File: config.mk
export PLATFORM = sky130hd
export DESIGN_NAME = positional_array_list
export DESIGN_NICKNAME = d
export VERILOG_FILES = /design/src/rtl/pal_pkg.sv /design/src/rtl/pal_mem.sv /design/src/rtl/positional_array_list.sv
export SDC_FILE = /design/constraint.sdc
export NUM_CORES = 2
export LEC_CHECK = 0
export CAP_MARGIN = 20
export CORE_ASPECT_RATIO = 0.75
export CORE_MARGIN = 2
export CORE_UTILIZATION = 62
export CTS_CLUSTER_SIZE = 30
export DETAILED_ROUTE_END_ITERATION = 6
export DONT_BUFFER_PORTS = 1
export PLACE_DENSITY = 0.81
export SYNTH_ARGS = -nofsm -noshare
export SYNTH_HDL_FRONTEND = slang
export SYNTH_HIERARCHICAL = 1
export SYNTH_SLANG_ARGS = --single-unit
File: constraint.sdc
create_clock -name clock -period 6.52 [get_ports clock]
set_input_delay 0.326 -clock clock [delete_from_list [all_inputs] [get_ports clock]]
set_output_delay 0.326 -clock clock [all_outputs]
set_load 0.02 [all_outputs]
File: src/rtl/pal_pkg.sv
// ----------------------------------------------------------------------------
// pal_pkg: shared definitions for the positional array list
// Field widths, request and status codes, and the packing of the stream
// words used by the list block and its entry store.
// ----------------------------------------------------------------------------
package pal_pkg;

   localparam int PAL_DEPTH = 64;

   localparam int MODE_W   = 4;
   localparam int POS_W    = 7;
   localparam int DATA_W   = 32;
   localparam int STATUS_W = 2;
   localparam int COUNT_W  = 7;

   localparam int REQ_FIELDS_W = MODE_W + POS_W + DATA_W;
   localparam int REQ_TDATA_W  = ((REQ_FIELDS_W + 7) / 8) * 8;
   localparam int RSP_FIELDS_W = STATUS_W + DATA_W + 1 + COUNT_W;
   localparam int RSP_TDATA_W  = ((RSP_FIELDS_W + 7) / 8) * 8;
   localparam int RSP_PAD_W    = RSP_TDATA_W - RSP_FIELDS_W;

   localparam logic [MODE_W-1:0] MODE_INS_FRONT = 4'd0;
   localparam logic [MODE_W-1:0] MODE_APPEND    = 4'd1;
   localparam logic [MODE_W-1:0] MODE_INS_AT    = 4'd2;
   localparam logic [MODE_W-1:0] MODE_DEL_FIRST = 4'd3;
   localparam logic [MODE_W-1:0] MODE_DEL_LAST  = 4'd4;
   localparam logic [MODE_W-1:0] MODE_DEL_AT    = 4'd5;
   localparam logic [MODE_W-1:0] MODE_READ      = 4'd6;
   localparam logic [MODE_W-1:0] MODE_WRITE     = 4'd7;
   localparam logic [MODE_W-1:0] MODE_SEARCH    = 4'd8;

   localparam logic [STATUS_W-1:0] STAT_OK    = 2'd0;
   localparam logic [STATUS_W-1:0] STAT_FULL  = 2'd1;
   localparam logic [STATUS_W-1:0] STAT_EMPTY = 2'd2;
   localparam logic [STATUS_W-1:0] STAT_POS   = 2'd3;

endpackage

File: src/rtl/pal_mem.sv
// ----------------------------------------------------------------------------
// pal_mem: entry store of the positional array list
// Single write port and single read port; the read data is registered, so it
// appears in the cycle after the address.
// ----------------------------------------------------------------------------
module pal_mem
   import pal_pkg::*;
#(
   parameter int DEPTH = PAL_DEPTH
) (
   input  logic                                    clock,
   input  logic                                    wr_en,
   input  logic [((DEPTH > 1) ? $clog2(DEPTH) : 1)-1:0] wr_addr,
   input  logic [DATA_W-1:0]                       wr_data,
   input  logic [((DEPTH > 1) ? $clog2(DEPTH) : 1)-1:0] rd_addr,
   output logic [DATA_W-1:0]                       rd_data
);

   logic [DATA_W-1:0] mem_ff [DEPTH];
   logic [DATA_W-1:0] rd_data_ff;

   always_ff @(posedge clock) begin
      if (wr_en) begin
         mem_ff[wr_addr] <= wr_data;
      end
   end

   // Read every cycle; the sequencer only looks at the data it asked for.
   always_ff @(posedge clock) begin
      rd_data_ff <= mem_ff[rd_addr];
   end

   assign rd_data = rd_data_ff;

endmodule

File: src/rtl/positional_array_list.sv
// ----------------------------------------------------------------------------
// positional_array_list: bounded ordered list of signed 32-bit values
// Request sequencer, entry count and response register around one entry store.
// ----------------------------------------------------------------------------
// The block keeps an ordered list of up to DEPTH signed 32-bit values and
// answers one request word with one response word. Requests insert at the
// front, append, insert at a position, delete the first, last or a given
// entry, read, write or search; the response gives a status (ok, full, empty,
// position out of range), the value read, a found flag and the new count.
// All entries live in one memory with a single read port and a single write
// port, and every move of an entry passes through that read port, one entry
// per cycle. An insert or delete takes longer the more entries it moves, and
// a search the more entries the list holds; a write, a delete of the last
// entry and a rejected request go straight to the response register. The
// worst case is a search of a full list.
// A new request word is taken only while the sequencer is idle, but it may be
// taken while the previous response word still waits on the output. The list
// starts empty after reset and needs no clearing pass.
// ----------------------------------------------------------------------------
module positional_array_list
   import pal_pkg::*;
#(
   parameter int DEPTH = PAL_DEPTH
) (
   input  logic                   clock,
   input  logic                   reset,
   // req_tdata, from bit 0 up: mode[3:0], position[10:4], value[42:11], zero pad
   input  logic                   req_tvalid,
   output logic                   req_tready,
   input  logic [REQ_TDATA_W-1:0] req_tdata,
   // rsp_tdata, from bit 0 up: status[1:0], read_value[33:2], found[34],
   // count[41:35], zero pad
   output logic                   rsp_tvalid,
   input  logic                   rsp_tready,
   output logic [RSP_TDATA_W-1:0] rsp_tdata
);

   localparam int ADDR_W = (DEPTH > 1) ? $clog2(DEPTH) : 1;
   localparam int CNT_W  = $clog2(DEPTH + 1);
   localparam int CMP_W  = (CNT_W > POS_W) ? CNT_W : POS_W;

   // Sequencer states: idle, shift up for an insert, shift down for a
   // delete, single read, search scan, and hand-over to the response register.
   typedef enum logic [5:0] {
      ST_IDLE = 6'b000001,
      ST_UP   = 6'b000010,
      ST_DOWN = 6'b000100,
      ST_READ = 6'b001000,
      ST_SCAN = 6'b010000,
      ST_RESP = 6'b100000
   } state_type;

   state_type                state_ff, state_in;
   logic [CNT_W-1:0]         count_ff, count_in;
   logic [CNT_W-1:0]         idx_ff, idx_in;
   logic [ADDR_W-1:0]        lim_ff, lim_in;
   logic [DATA_W-1:0]        val_ff, val_in;
   logic [STATUS_W-1:0]      status_ff, status_in;
   logic [DATA_W-1:0]        rd_ff, rd_in;
   logic                     found_ff, found_in;
   logic                     prim_ff, prim_in;
   logic                     rsp_tvalid_ff, rsp_tvalid_in;
   logic [RSP_TDATA_W-1:0]   rsp_tdata_ff, rsp_tdata_in;

   logic [MODE_W-1:0]        req_mode;
   logic [POS_W-1:0]         req_pos;
   logic [DATA_W-1:0]        req_value;
   logic [CMP_W-1:0]         pos_ext;
   logic [CMP_W-1:0]         cnt_ext;
   logic                     full;
   logic                     empty;
   logic [ADDR_W-1:0]        addr;

   logic                     mem_wr_en;
   logic [ADDR_W-1:0]        mem_wr_addr;
   logic [DATA_W-1:0]        mem_wr_data;
   logic [ADDR_W-1:0]        mem_rd_addr;
   logic [DATA_W-1:0]        mem_rd_data;

   pal_mem #(
      .DEPTH (DEPTH)
   ) u_mem (
      .clock   (clock),
      .wr_en   (mem_wr_en),
      .wr_addr (mem_wr_addr),
      .wr_data (mem_wr_data),
      .rd_addr (mem_rd_addr),
      .rd_data (mem_rd_data)
   );

   assign req_mode  = req_tdata[MODE_W-1:0];
   assign req_pos   = req_tdata[MODE_W +: POS_W];
   assign req_value = req_tdata[MODE_W + POS_W +: DATA_W];

   assign pos_ext = CMP_W'(req_pos);
   assign cnt_ext = CMP_W'(count_ff);
   assign full    = (count_ff == CNT_W'(DEPTH));
   assign empty   = (count_ff == '0);
   assign addr    = idx_ff[ADDR_W-1:0];

   assign req_tready = (state_ff == ST_IDLE);
   assign rsp_tvalid = rsp_tvalid_ff;
   assign rsp_tdata  = rsp_tdata_ff;

   always_comb begin
      state_in      = state_ff;
      count_in      = count_ff;
      idx_in        = idx_ff;
      lim_in        = lim_ff;
      val_in        = val_ff;
      status_in     = status_ff;
      rd_in         = rd_ff;
      found_in      = found_ff;
      prim_in       = prim_ff;
      rsp_tvalid_in = rsp_tvalid_ff & ~rsp_tready;
      rsp_tdata_in  = rsp_tdata_ff;
      mem_wr_en     = 1'b0;
      mem_wr_addr   = addr;
      mem_wr_data   = val_ff;
      mem_rd_addr   = addr;

      case (state_ff)
         ST_IDLE: begin
            if (req_tvalid) begin
               // Decide the status at once; only accepted work goes on.
               val_in    = req_value;
               status_in = STAT_OK;
               rd_in     = '0;
               found_in  = 1'b0;
               prim_in   = 1'b0;
               state_in  = ST_RESP;
               if (req_mode == MODE_INS_FRONT || req_mode == MODE_APPEND) begin
                  if (full) begin
                     status_in = STAT_FULL;
                  end else begin
                     idx_in   = count_ff;
                     lim_in   = (req_mode == MODE_APPEND) ? count_ff[ADDR_W-1:0] : '0;
                     state_in = ST_UP;
                  end
               end else if (req_mode == MODE_INS_AT) begin
                  if (pos_ext > cnt_ext) begin
                     status_in = STAT_POS;
                  end else if (full) begin
                     status_in = STAT_FULL;
                  end else begin
                     idx_in   = count_ff;
                     lim_in   = pos_ext[ADDR_W-1:0];
                     state_in = ST_UP;
                  end
               end else if (req_mode == MODE_DEL_FIRST) begin
                  if (empty) begin
                     status_in = STAT_EMPTY;
                  end else begin
                     idx_in   = '0;
                     state_in = ST_DOWN;
                  end
               end else if (req_mode == MODE_DEL_LAST) begin
                  if (empty) begin
                     status_in = STAT_EMPTY;
                  end else begin
                     count_in = count_ff - 1'b1;
                  end
               end else if (req_mode == MODE_DEL_AT || req_mode == MODE_READ ||
                            req_mode == MODE_WRITE) begin
                  if (empty) begin
                     status_in = STAT_EMPTY;
                  end else if (pos_ext >= cnt_ext) begin
                     status_in = STAT_POS;
                  end else if (req_mode == MODE_DEL_AT) begin
                     idx_in   = pos_ext[CNT_W-1:0];
                     state_in = ST_DOWN;
                  end else if (req_mode == MODE_READ) begin
                     idx_in   = pos_ext[CNT_W-1:0];
                     state_in = ST_READ;
                  end else begin
                     mem_wr_en   = 1'b1;
                     mem_wr_addr = pos_ext[ADDR_W-1:0];
                     mem_wr_data = req_value;
                  end
               end else if (req_mode == MODE_SEARCH) begin
                  idx_in = '0;
                  if (!empty) begin
                     state_in = ST_SCAN;
                  end
               end
            end
         end

         ST_UP: begin
            // Walk down from the tail, copying each entry one place up,
            // then drop the new value into the gap.
            if (addr == lim_ff) begin
               mem_wr_en   = 1'b1;
               mem_wr_addr = lim_ff;
               mem_wr_data = val_ff;
               count_in    = count_ff + 1'b1;
               state_in    = ST_RESP;
            end else if (!prim_ff) begin
               mem_rd_addr = addr - ADDR_W'(1);
               prim_in     = 1'b1;
            end else begin
               mem_wr_en   = 1'b1;
               mem_wr_addr = addr;
               mem_wr_data = mem_rd_data;
               mem_rd_addr = addr - ADDR_W'(2);
               idx_in      = idx_ff - 1'b1;
            end
         end

         ST_DOWN: begin
            // Walk up from the removed slot, copying each later entry down.
            if (idx_ff + 1'b1 == count_ff) begin
               count_in = count_ff - 1'b1;
               state_in = ST_RESP;
            end else if (!prim_ff) begin
               mem_rd_addr = addr + ADDR_W'(1);
               prim_in     = 1'b1;
            end else begin
               mem_wr_en   = 1'b1;
               mem_wr_addr = addr;
               mem_wr_data = mem_rd_data;
               mem_rd_addr = addr + ADDR_W'(2);
               idx_in      = idx_ff + 1'b1;
            end
         end

         ST_READ: begin
            if (!prim_ff) begin
               prim_in = 1'b1;
            end else begin
               rd_in    = mem_rd_data;
               state_in = ST_RESP;
            end
         end

         ST_SCAN: begin
            // One address issued and one compare made in each cycle.
            if (prim_ff && mem_rd_data == val_ff) begin
               found_in = 1'b1;
            end
            if (idx_ff < count_ff) begin
               idx_in  = idx_ff + 1'b1;
               prim_in = 1'b1;
            end else begin
               prim_in = 1'b0;
               if (!prim_ff) begin
                  state_in = ST_RESP;
               end
            end
         end

         ST_RESP: begin
            if (!rsp_tvalid_ff || rsp_tready) begin
               rsp_tvalid_in = 1'b1;
               rsp_tdata_in  = {{RSP_PAD_W{1'b0}}, COUNT_W'(count_ff), found_ff,
                                rd_ff, status_ff};
               state_in      = ST_IDLE;
            end
         end

         default: begin
            state_in = ST_IDLE;
         end
      endcase
   end

   always_ff @(posedge clock) begin
      if (reset) begin
         state_ff      <= ST_IDLE;
         count_ff      <= '0;
         prim_ff       <= 1'b0;
         rsp_tvalid_ff <= 1'b0;
      end else begin
         state_ff      <= state_in;
         count_ff      <= count_in;
         prim_ff       <= prim_in;
         rsp_tvalid_ff <= rsp_tvalid_in;
      end
   end

   always_ff @(posedge clock) begin
      idx_ff       <= idx_in;
      lim_ff       <= lim_in;
      val_ff       <= val_in;
      status_ff    <= status_in;
      rd_ff        <= rd_in;
      found_ff     <= found_in;
      rsp_tdata_ff <= rsp_tdata_in;
   end

endmodule

# Word level (Yosys, flattened, before mapping)
# Memory sizes are Yosys's and may differ from the RTL's. A register that Yosys moved wholly into a read port is not among the register bits.
# Cells that the tools add are included.
[word_totals]
mem_bits_ro = 0
elab_cells = 220
in_bits = 52
reg_bits = 137
mem_bits_rw = 2048
latch_bits = 0
memories = 1
[mem_list]
columns = ["name", "words", "word_bits", "read_ports", "rd_ports_with_merged_regs", "wr", "line", "rtl"]
rows = [
  ["u_mem.mem_ff", 64, 32, 1, 1, 1, "pal_mem.sv:19", "logic [DATA_W-1:0] mem_ff [DEPTH];"],
]
[op_classes]
n_addsub = 8
n_mul = 0
order_cmp = 3
shifts = 0
n_bitwise = 2
reduce_logical = 23
n_div = 0
muxes = 126
n_eq_ne = 46
[ops]
columns = ["op", "count"]
rows = [
  ["32-bit 2-to-1 mux", 15],
  ["6-bit 2-to-1 mux", 42],
  ["7-bit 2-to-1 mux", 27],
  ["32-bit one-hot mux with 3 select lines", 1],
  ["32-bit one-hot mux with 2 select lines", 1],
  ["2-bit != test, second input constant", 19],
  ["6-bit one-hot mux with 6 select lines", 1],
  ["32-bit equality test", 1],
  ["7-bit one-hot mux with 4 select lines", 1],
  ["6-bit one-hot mux with 2 select lines", 2],
  ["1-bit 2-to-1 mux", 23],
  ["7-bit one-hot mux with 3 select lines", 1],
  ["2-bit 2-to-1 mux", 9],
  ["4-bit by 3-bit equality test with 1-bit output, second input constant", 4],
  ["7-bit by 1-bit adder with 7-bit output, second input constant", 2],
  ["14-bit AND reduction", 1],
  ["7-bit by 1-bit subtractor with 7-bit output, second input constant", 2],
  ["6-bit != test, second input constant", 2],
  ["5-bit != test, second input constant", 2],
  ["9-bit AND reduction", 1],
  ["4-bit by 2-bit equality test with 1-bit output, second input constant", 2],
  ["7-bit equality test", 1],
  ["7-bit equality test, second input constant", 1],
  ["7-bit >= comparator", 1],
  ["39 further kinds", 46],
]

# Logic depth before layout (Yosys ltp)
[logic_depth]
word_depth = 14
ltp_mapped = 19
depth_no_buf = 12

# Cells and area by module
# Netlist, hierarchy kept.
[modules_own_cells]
columns = ["module", "cells_each", "instances", "area_each_um2"]
rows = [
  ["pal_mem", 3511, 1, 79039.6],
  ["positional_array_list", 752, 1, 8155.3],
]

# Worst setup path before layout
# No wires, ideal clock.
[synth_path]
path_kind = "register to register"
start = "register count_ff[1], in the netlist cnt_ext[1]"
end = "memory u_mem.mem_ff[28][0] (enable)"
required_time_ns = 6.099
n_path_buf = 5
setup_ns = 0.421
stages_incl_launch_ff = 14
arrival_time_ns = 4.771
path_slack_ns = 1.328
path_cell_list = "dfxtp_1 -> or4_1 -> or4_1 -> buf_2 -> nand2_1 -> nor3_1 -> buf_2 -> buf_2 -> a221o_1 -> clkbuf_1 -> or3b_2 -> or2_2 -> clkbuf_1 -> nor2_1"
[synth_via]
elab_cells_between_ends = 24
classes_between = "order compare (1); eq/ne (1); mux (21); reduce/logical (1)"
[synth_rtl]
columns = ["item", "line", "rtl"]
rows = [
  ["from (decl)", "positional_array_list.sv:54", "logic [CNT_W-1:0] count_ff, count_in;"],
  ["from (signal assigned)", "positional_array_list.sv:275", "count_ff <= count_in;"],
  ["7-bit >= comparator", "positional_array_list.sv:167", "end else if (pos_ext >= cnt_ext) begin"],
  ["6-bit 2-to-1 mux", "positional_array_list.sv:167", ""],
  ["6-bit 2-to-1 mux (*)", "positional_array_list.sv:165", "if (empty) begin"],
  ["6-bit 2-to-1 mux (*)", "positional_array_list.sv:163", "end else if (req_mode == MODE_DEL_AT || req_mode == MODE_READ ||"],
  ["6-bit 2-to-1 mux (*)", "positional_array_list.sv:157", "end else if (req_mode == MODE_DEL_LAST) begin"],
  ["6-bit 2-to-1 mux (*)", "positional_array_list.sv:150", "end else if (req_mode == MODE_DEL_FIRST) begin"],
  ["6-bit 2-to-1 mux (*)", "positional_array_list.sv:140", "end else if (req_mode == MODE_INS_AT) begin"],
  ["6-bit 2-to-1 mux (*)", "positional_array_list.sv:132", "if (req_mode == MODE_INS_FRONT || req_mode == MODE_APPEND) begin"],
  ["6-bit 2-to-1 mux (*)", "positional_array_list.sv:124", "if (req_tvalid) begin"],
  ["6-bit one-hot mux with 2 select lines (*)", "positional_array_list.sv:122", "case (state_ff)"],
  ["via mem_wr_addr[1]", "positional_array_list.sv:75", "logic [ADDR_W-1:0] mem_wr_addr;"],
  ["to (decl)", "pal_mem.sv:19", ""],
]
# Mark *: on every way through the listed nets, which the timed path passes. The rest lies on a longest branch.

# Worst setup path in the final report
[layout_path]
start = "register idx_ff[0]"
end = "register u_mem.rd_data_ff[27], in the netlist u_mem/rd_data[27] (read register of u_mem.mem_ff)"
[layout_via]
elab_chain_cells = 4
elab_cells_between_ends = 12
classes_between = "add/sub (5); eq/ne (2); mux (5)"
[layout_lines]
columns = ["item", "line", "rtl"]
rows = [
  ["from (decl)", "positional_array_list.sv:55", "logic [CNT_W-1:0] idx_ff, idx_in;"],
  ["from (signal assigned)", "positional_array_list.sv:282", "idx_ff <= idx_in;"],
  ["7-bit by 1-bit adder with 7-bit output (tied with other cells)", "positional_array_list.sv:212", "if (idx_ff + 1'b1 == count_ff) begin"],
  ["7-bit equality test (tied with other cells)", "positional_array_list.sv:212", ""],
  ["6-bit 2-to-1 mux, on equally long branches", "positional_array_list.sv:212, positional_array_list.sv:192", ""],
  ["6-bit one-hot mux with 2 select lines (*)", "positional_array_list.sv:122", ""],
  ["via mem_rd_addr[3]", "positional_array_list.sv:77", "logic [ADDR_W-1:0] mem_rd_addr;"],
  ["to (decl)", "pal_mem.sv:20", "logic [DATA_W-1:0] rd_data_ff;"],
]
# Marks and branches as above.
# A chain may end at the register's enable or synchronous reset.

==> impl_summary.md <==
Timing
The total negative slack for setup checks is 0 ns. The worst path in the final design needs a cycle of 5.944 ns, including I/O delays and setup. The number of pins exceeding their max-slew limit in the final report is 0. Setup repair after global routing left no endpoint under its margin. Headroom to the max-slew limit came out at a little under a fifth. The period utilization is 91.16%. On the final layout, the worst hold slack is between 0.05 and 0.06 ns. The clock skew is 0.03152 ns. Setup violations remaining at the end of the flow were counted as 0. The number of failing hold endpoints at the final stage is 0. The slew of the pin with the lowest slew margin is 1.206 ns.

The highest attainable clock frequency is 168.2 MHz.

Clock tree
In this run, post-CTS repair resized a total of 0 instances. The insertion delay of the later-clocked pin in the worst-skew pair is between 0.8 and 0.9 ns. CTS built an H-tree with a depth of 4. Once the clock tree was built, the setup fixing pass inserted 0 buffers. The clock buffer count from CTS is 189. The clock tree root driver cell is clkbuf_16.

The clock tree from TritonCTS is built. Clock tree synthesis found a total of 2217 sinks. The count of hold-fix buffers inserted at cts is 50.

The longest clock path from root to sink contains 3 buffers. After clock tree synthesis, the clock-pin slew on the worst setup and hold paths is around 0.070 ns.

Critical path
The element type at the critical path start is a flop. The worst setup path is of the reg -> reg kind. The data arrival time of the critical path is 6.64 ns. The top fanout value on the critical path is 16. The capturing element type of the critical path is a flop. Data on the critical path is required at its endpoint by 7.22 ns.

Layout
The final layout contains 4608 nets. The layout-stage area growth over the synthesis result is 12.24%. In the layout the commonest cells are edfxtp_1, mux4_2, buf_4. Fill cells in the final layout number 7982. The share of final-layout standard cells stronger than drive strength 1 is 23.84%. The most common library cell in the layout ignoring fill and taps is edfxtp_1.

Cells fill 69.93% of the core in the end.

Synth
For this run, the register share of the synthesized area comes to 75.81%. The number of warnings reported in the yosys synthesis log is 6. The count of flip-flops with a built-in enable after synthesis is 2170. After synthesis, the netlist uses 80 different library cells. Summing every instance area after synthesis gives 0.08719 mm2. The post-synthesis average cell area is 20.45 um2. The async set-or-reset flop fraction in the synthesized netlist is 0%. The count of mapped cells out of synthesis is between 4000 and 5000. For this run, the leading register cell type out of synthesis is edfxtp_1. After synthesis the netlist holds a flip-flop and latch count of 2217.

Power
The sequential share of power is 40.5%. For this design the ratio of total power to cell area is 469.8 mW/mm2. The peak ir drop on the vdd network is about 0.00036 V. The reported net switching power is between 15 and 20 mW. The analysis attributes to cell leakage a power of roughly 31 nW. Net switching is ~35% of the power. The cell internal power dissipation is 29.72 mW. The portion of total power attributed to combinational logic is 35.2%. Per report_power, the clock group accounts for 24.2% of the total.

Status
The run finished with clean final reports.

Floorplanning
The count of standard-cell rows is between 100 and 150. Measured along the y axis, the die boundary spans approximately 330 um. The total die area is between 0.1 and 0.15 mm2. The top-level port count is 102. In this run the horizontal extent of the chip is 437.0 um. After floorplanning, the core was sized to cover 0.1400 mm2. Once the floorplan was initialized, standard cells occupied between 60% and 70% of the core.

Job
The max-capacitance violation count is 0.

Route
The number of DRC violations after detailed routing is 0. Detailed routing inserted a total of 48110 vias. The count of nets left with antenna violations once routing finished came out at 0.

Dividing the detail-routed via count by the number of cells gives 7.328. After detailed routing, the total wire length is 247400 um. The violation count after the first detailed-routing iteration is 9131. The post-detailed-route wirelength per cell is 37.67 um. The number of detailed-route iterations in the first pass is 6.

GRT
Entering global routing, the biggest net connects just under 70 pins. The first-pass GRT wire length is 346300 um. The via count of the first global-routing pass is between 40000 and 50000. The overall track demand over capacity in global routing is 34.45%. After global routing the overflow that remains totals 0. The number of antenna violations at the first check in global routing is 16.

Min path
The path type of the worst min-delay path is in -> reg.

Place
In this run the tool buffered the top-level ports with 0 buffer cells. The global placement routability congestion is between 0.9 and 1. The detailed placement HPWL is 141100 um.
-- metrics by stage --
step	instance area [um2]	total power, mW	cells	worst slack, ns
4_1_cts	97610	45.26	6547	0.8089
2_1_floorplan	87210	28.02	4268	1.328
5_1_grt	97850	46.88	6560	0.4937
6_report	97870	45.97	6566	0.5764
3_3_place_gp	91080	33.51	6151	0.9922
3_5_place_dp	91110	33.97	6152	0.8867
-- routing by layer --
| layer | vias up | GRT usage (%) | part of all wire (%) |
|---|---|---|---|
| met5 | - | 0.6254 | 0.10 |
| met4 | 20 | 14.89 | 4.8 |
| met3 | 672 | 12.19 | 17 |
| met2 | 4488 | 50.43 | 45 |
| met1 | 24540 | 47.54 | 34 |
| li1 | 18400 | - | - |
-- kinds of logic (layout without fill, tap and decap cells) --
family | Yosys count | after routing | synth area share (%)
buffers and inverters | 282 | 699 | 1.858
other | 1 | 12 | 0.004301
muxes | 671 | 671 | 14.11
and+or+nand+nor | 442 | 442 | 2.546
xor gates and xnor gates | 59 | 59 | 0.5926
adders and majority gates | 26 | 26 | 0.3788
AOI/OAI and AO/OA | 565 | 565 | 4.702
DFF | 2217 | 2217 | 75.81
-- cell type report --
cell class / instances / area [um2] / area share [%]
sequential: 2217 / 66100 / 67.54
multi-input combinational: 1769 / 20180 / 20.61
clock buffer: 257 / 5201 / 5.314
timing repair buffer: 329 / 3136 / 3.204
tap: 1875 / 2346 / 2.397
clock inverter: 88 / 797.0 / 0.8144
inverter: 25 / 93.84 / 0.09588
antenna: 6 / 15.01 / 0.01534
-- worst max-delay path: stages (launching register included) --
cell      delay, ns
edfxtp_1       0.57
inv_1          0.25
ha_1           0.42
xor2_1         0.17
or4_4          0.55
o31ai_2        0.53
o21ai_0        0.33
xor2_4         0.77
buf_4          0.36
buf_4          0.27
nor2b_4        0.13
buf_4          0.23
a22oi_1        0.26
nand3_1        0.42
nand2_1        0.44
a21oi_1        0.08
-- cells in the mapped netlist, types with 13 or more instances --
| cell | instances | area (um2) |
|---|---|---|
| a211o_1 | 13 | 113.9 |
| a211oi_1 | 27 | 202.7 |
| a21o_1 | 23 | 172.7 |
| a21oi_1 | 73 | 365.4 |
| a221o_1 | 35 | 350.3 |
| a22oi_1 | 129 | 968.4 |
| a31oi_1 | 24 | 150.1 |
| and3_1 | 48 | 300.3 |
| buf_2 | 64 | 320.3 |
| buf_4 | 36 | 270.3 |
| buf_6 | 32 | 360.4 |
| clkbuf_1 | 104 | 390.4 |
| dfxtp_1 | 47 | 940.9 |
| edfxtp_1 | 2170 | 65160 |
| ha_1 | 24 | 300.3 |
| inv_1 | 24 | 90.09 |
| mux2i_1 | 222 | 2222 |
| mux4_2 | 446 | 10040 |
| nand2_1 | 63 | 236.5 |
| nand2b_1 | 14 | 87.58 |
| nand3_1 | 66 | 330.3 |
| nor2_1 | 142 | 533.0 |
| nor2b_1 | 21 | 131.4 |
| nor3_1 | 19 | 95.09 |
| o211ai_1 | 15 | 112.6 |
| o21ai_0 | 54 | 270.3 |
| o221ai_1 | 22 | 192.7 |
| o22ai_1 | 49 | 306.5 |
| o2bb2ai_1 | 13 | 113.9 |
| xnor2_1 | 25 | 219.0 |
| xor2_1 | 34 | 297.8 |
-- sequential cells by signal, indices dropped and copies added (netlist names) --
| signal | flops |
|---|---|
| cnt_ext | 7 |
| state_ff | 6 |
| rsp_tvalid | 1 |
| u_mem/rd_data | 32 |
| val_ff | 32 |
| idx_ff | 7 |
| rd_ff | 32 |
| prim_ff | 1 |
| found_ff | 1 |
| lim_ff | 6 |
| status_ff | 2 |
| rsp_tdata | 42 |
| u_mem/mem_ff | 2048 |
-- final timing paths --
check                                   start                   to  depth (start not counted)  slack [ns]
worst min register to register      rd_ff[30]        rsp_tdata[32]                          0        0.42
worst max register to register      idx_ff[0]    u_mem/rd_data[27]                         15        0.58
worst max-delay path                idx_ff[0]    u_mem/rd_data[27]                         15        0.58
worst min-delay path            req_tdata[40]  u_mem/mem_ff[3][29]                          2        0.06
-- power groups by stage --
stage          logic (mW)  registers [mW]  clock network, mW
2_1_floorplan        9.41            18.6                  0
3_3_place_gp         14.6            18.9                  0
3_5_place_dp         15.1            18.9                  0
4_1_cts              15.5            18.6               11.2
5_1_grt              16.6            18.6               11.7
6_report             16.2            18.6               11.1
No activity file was read; power rests on OpenSTA's default activity.
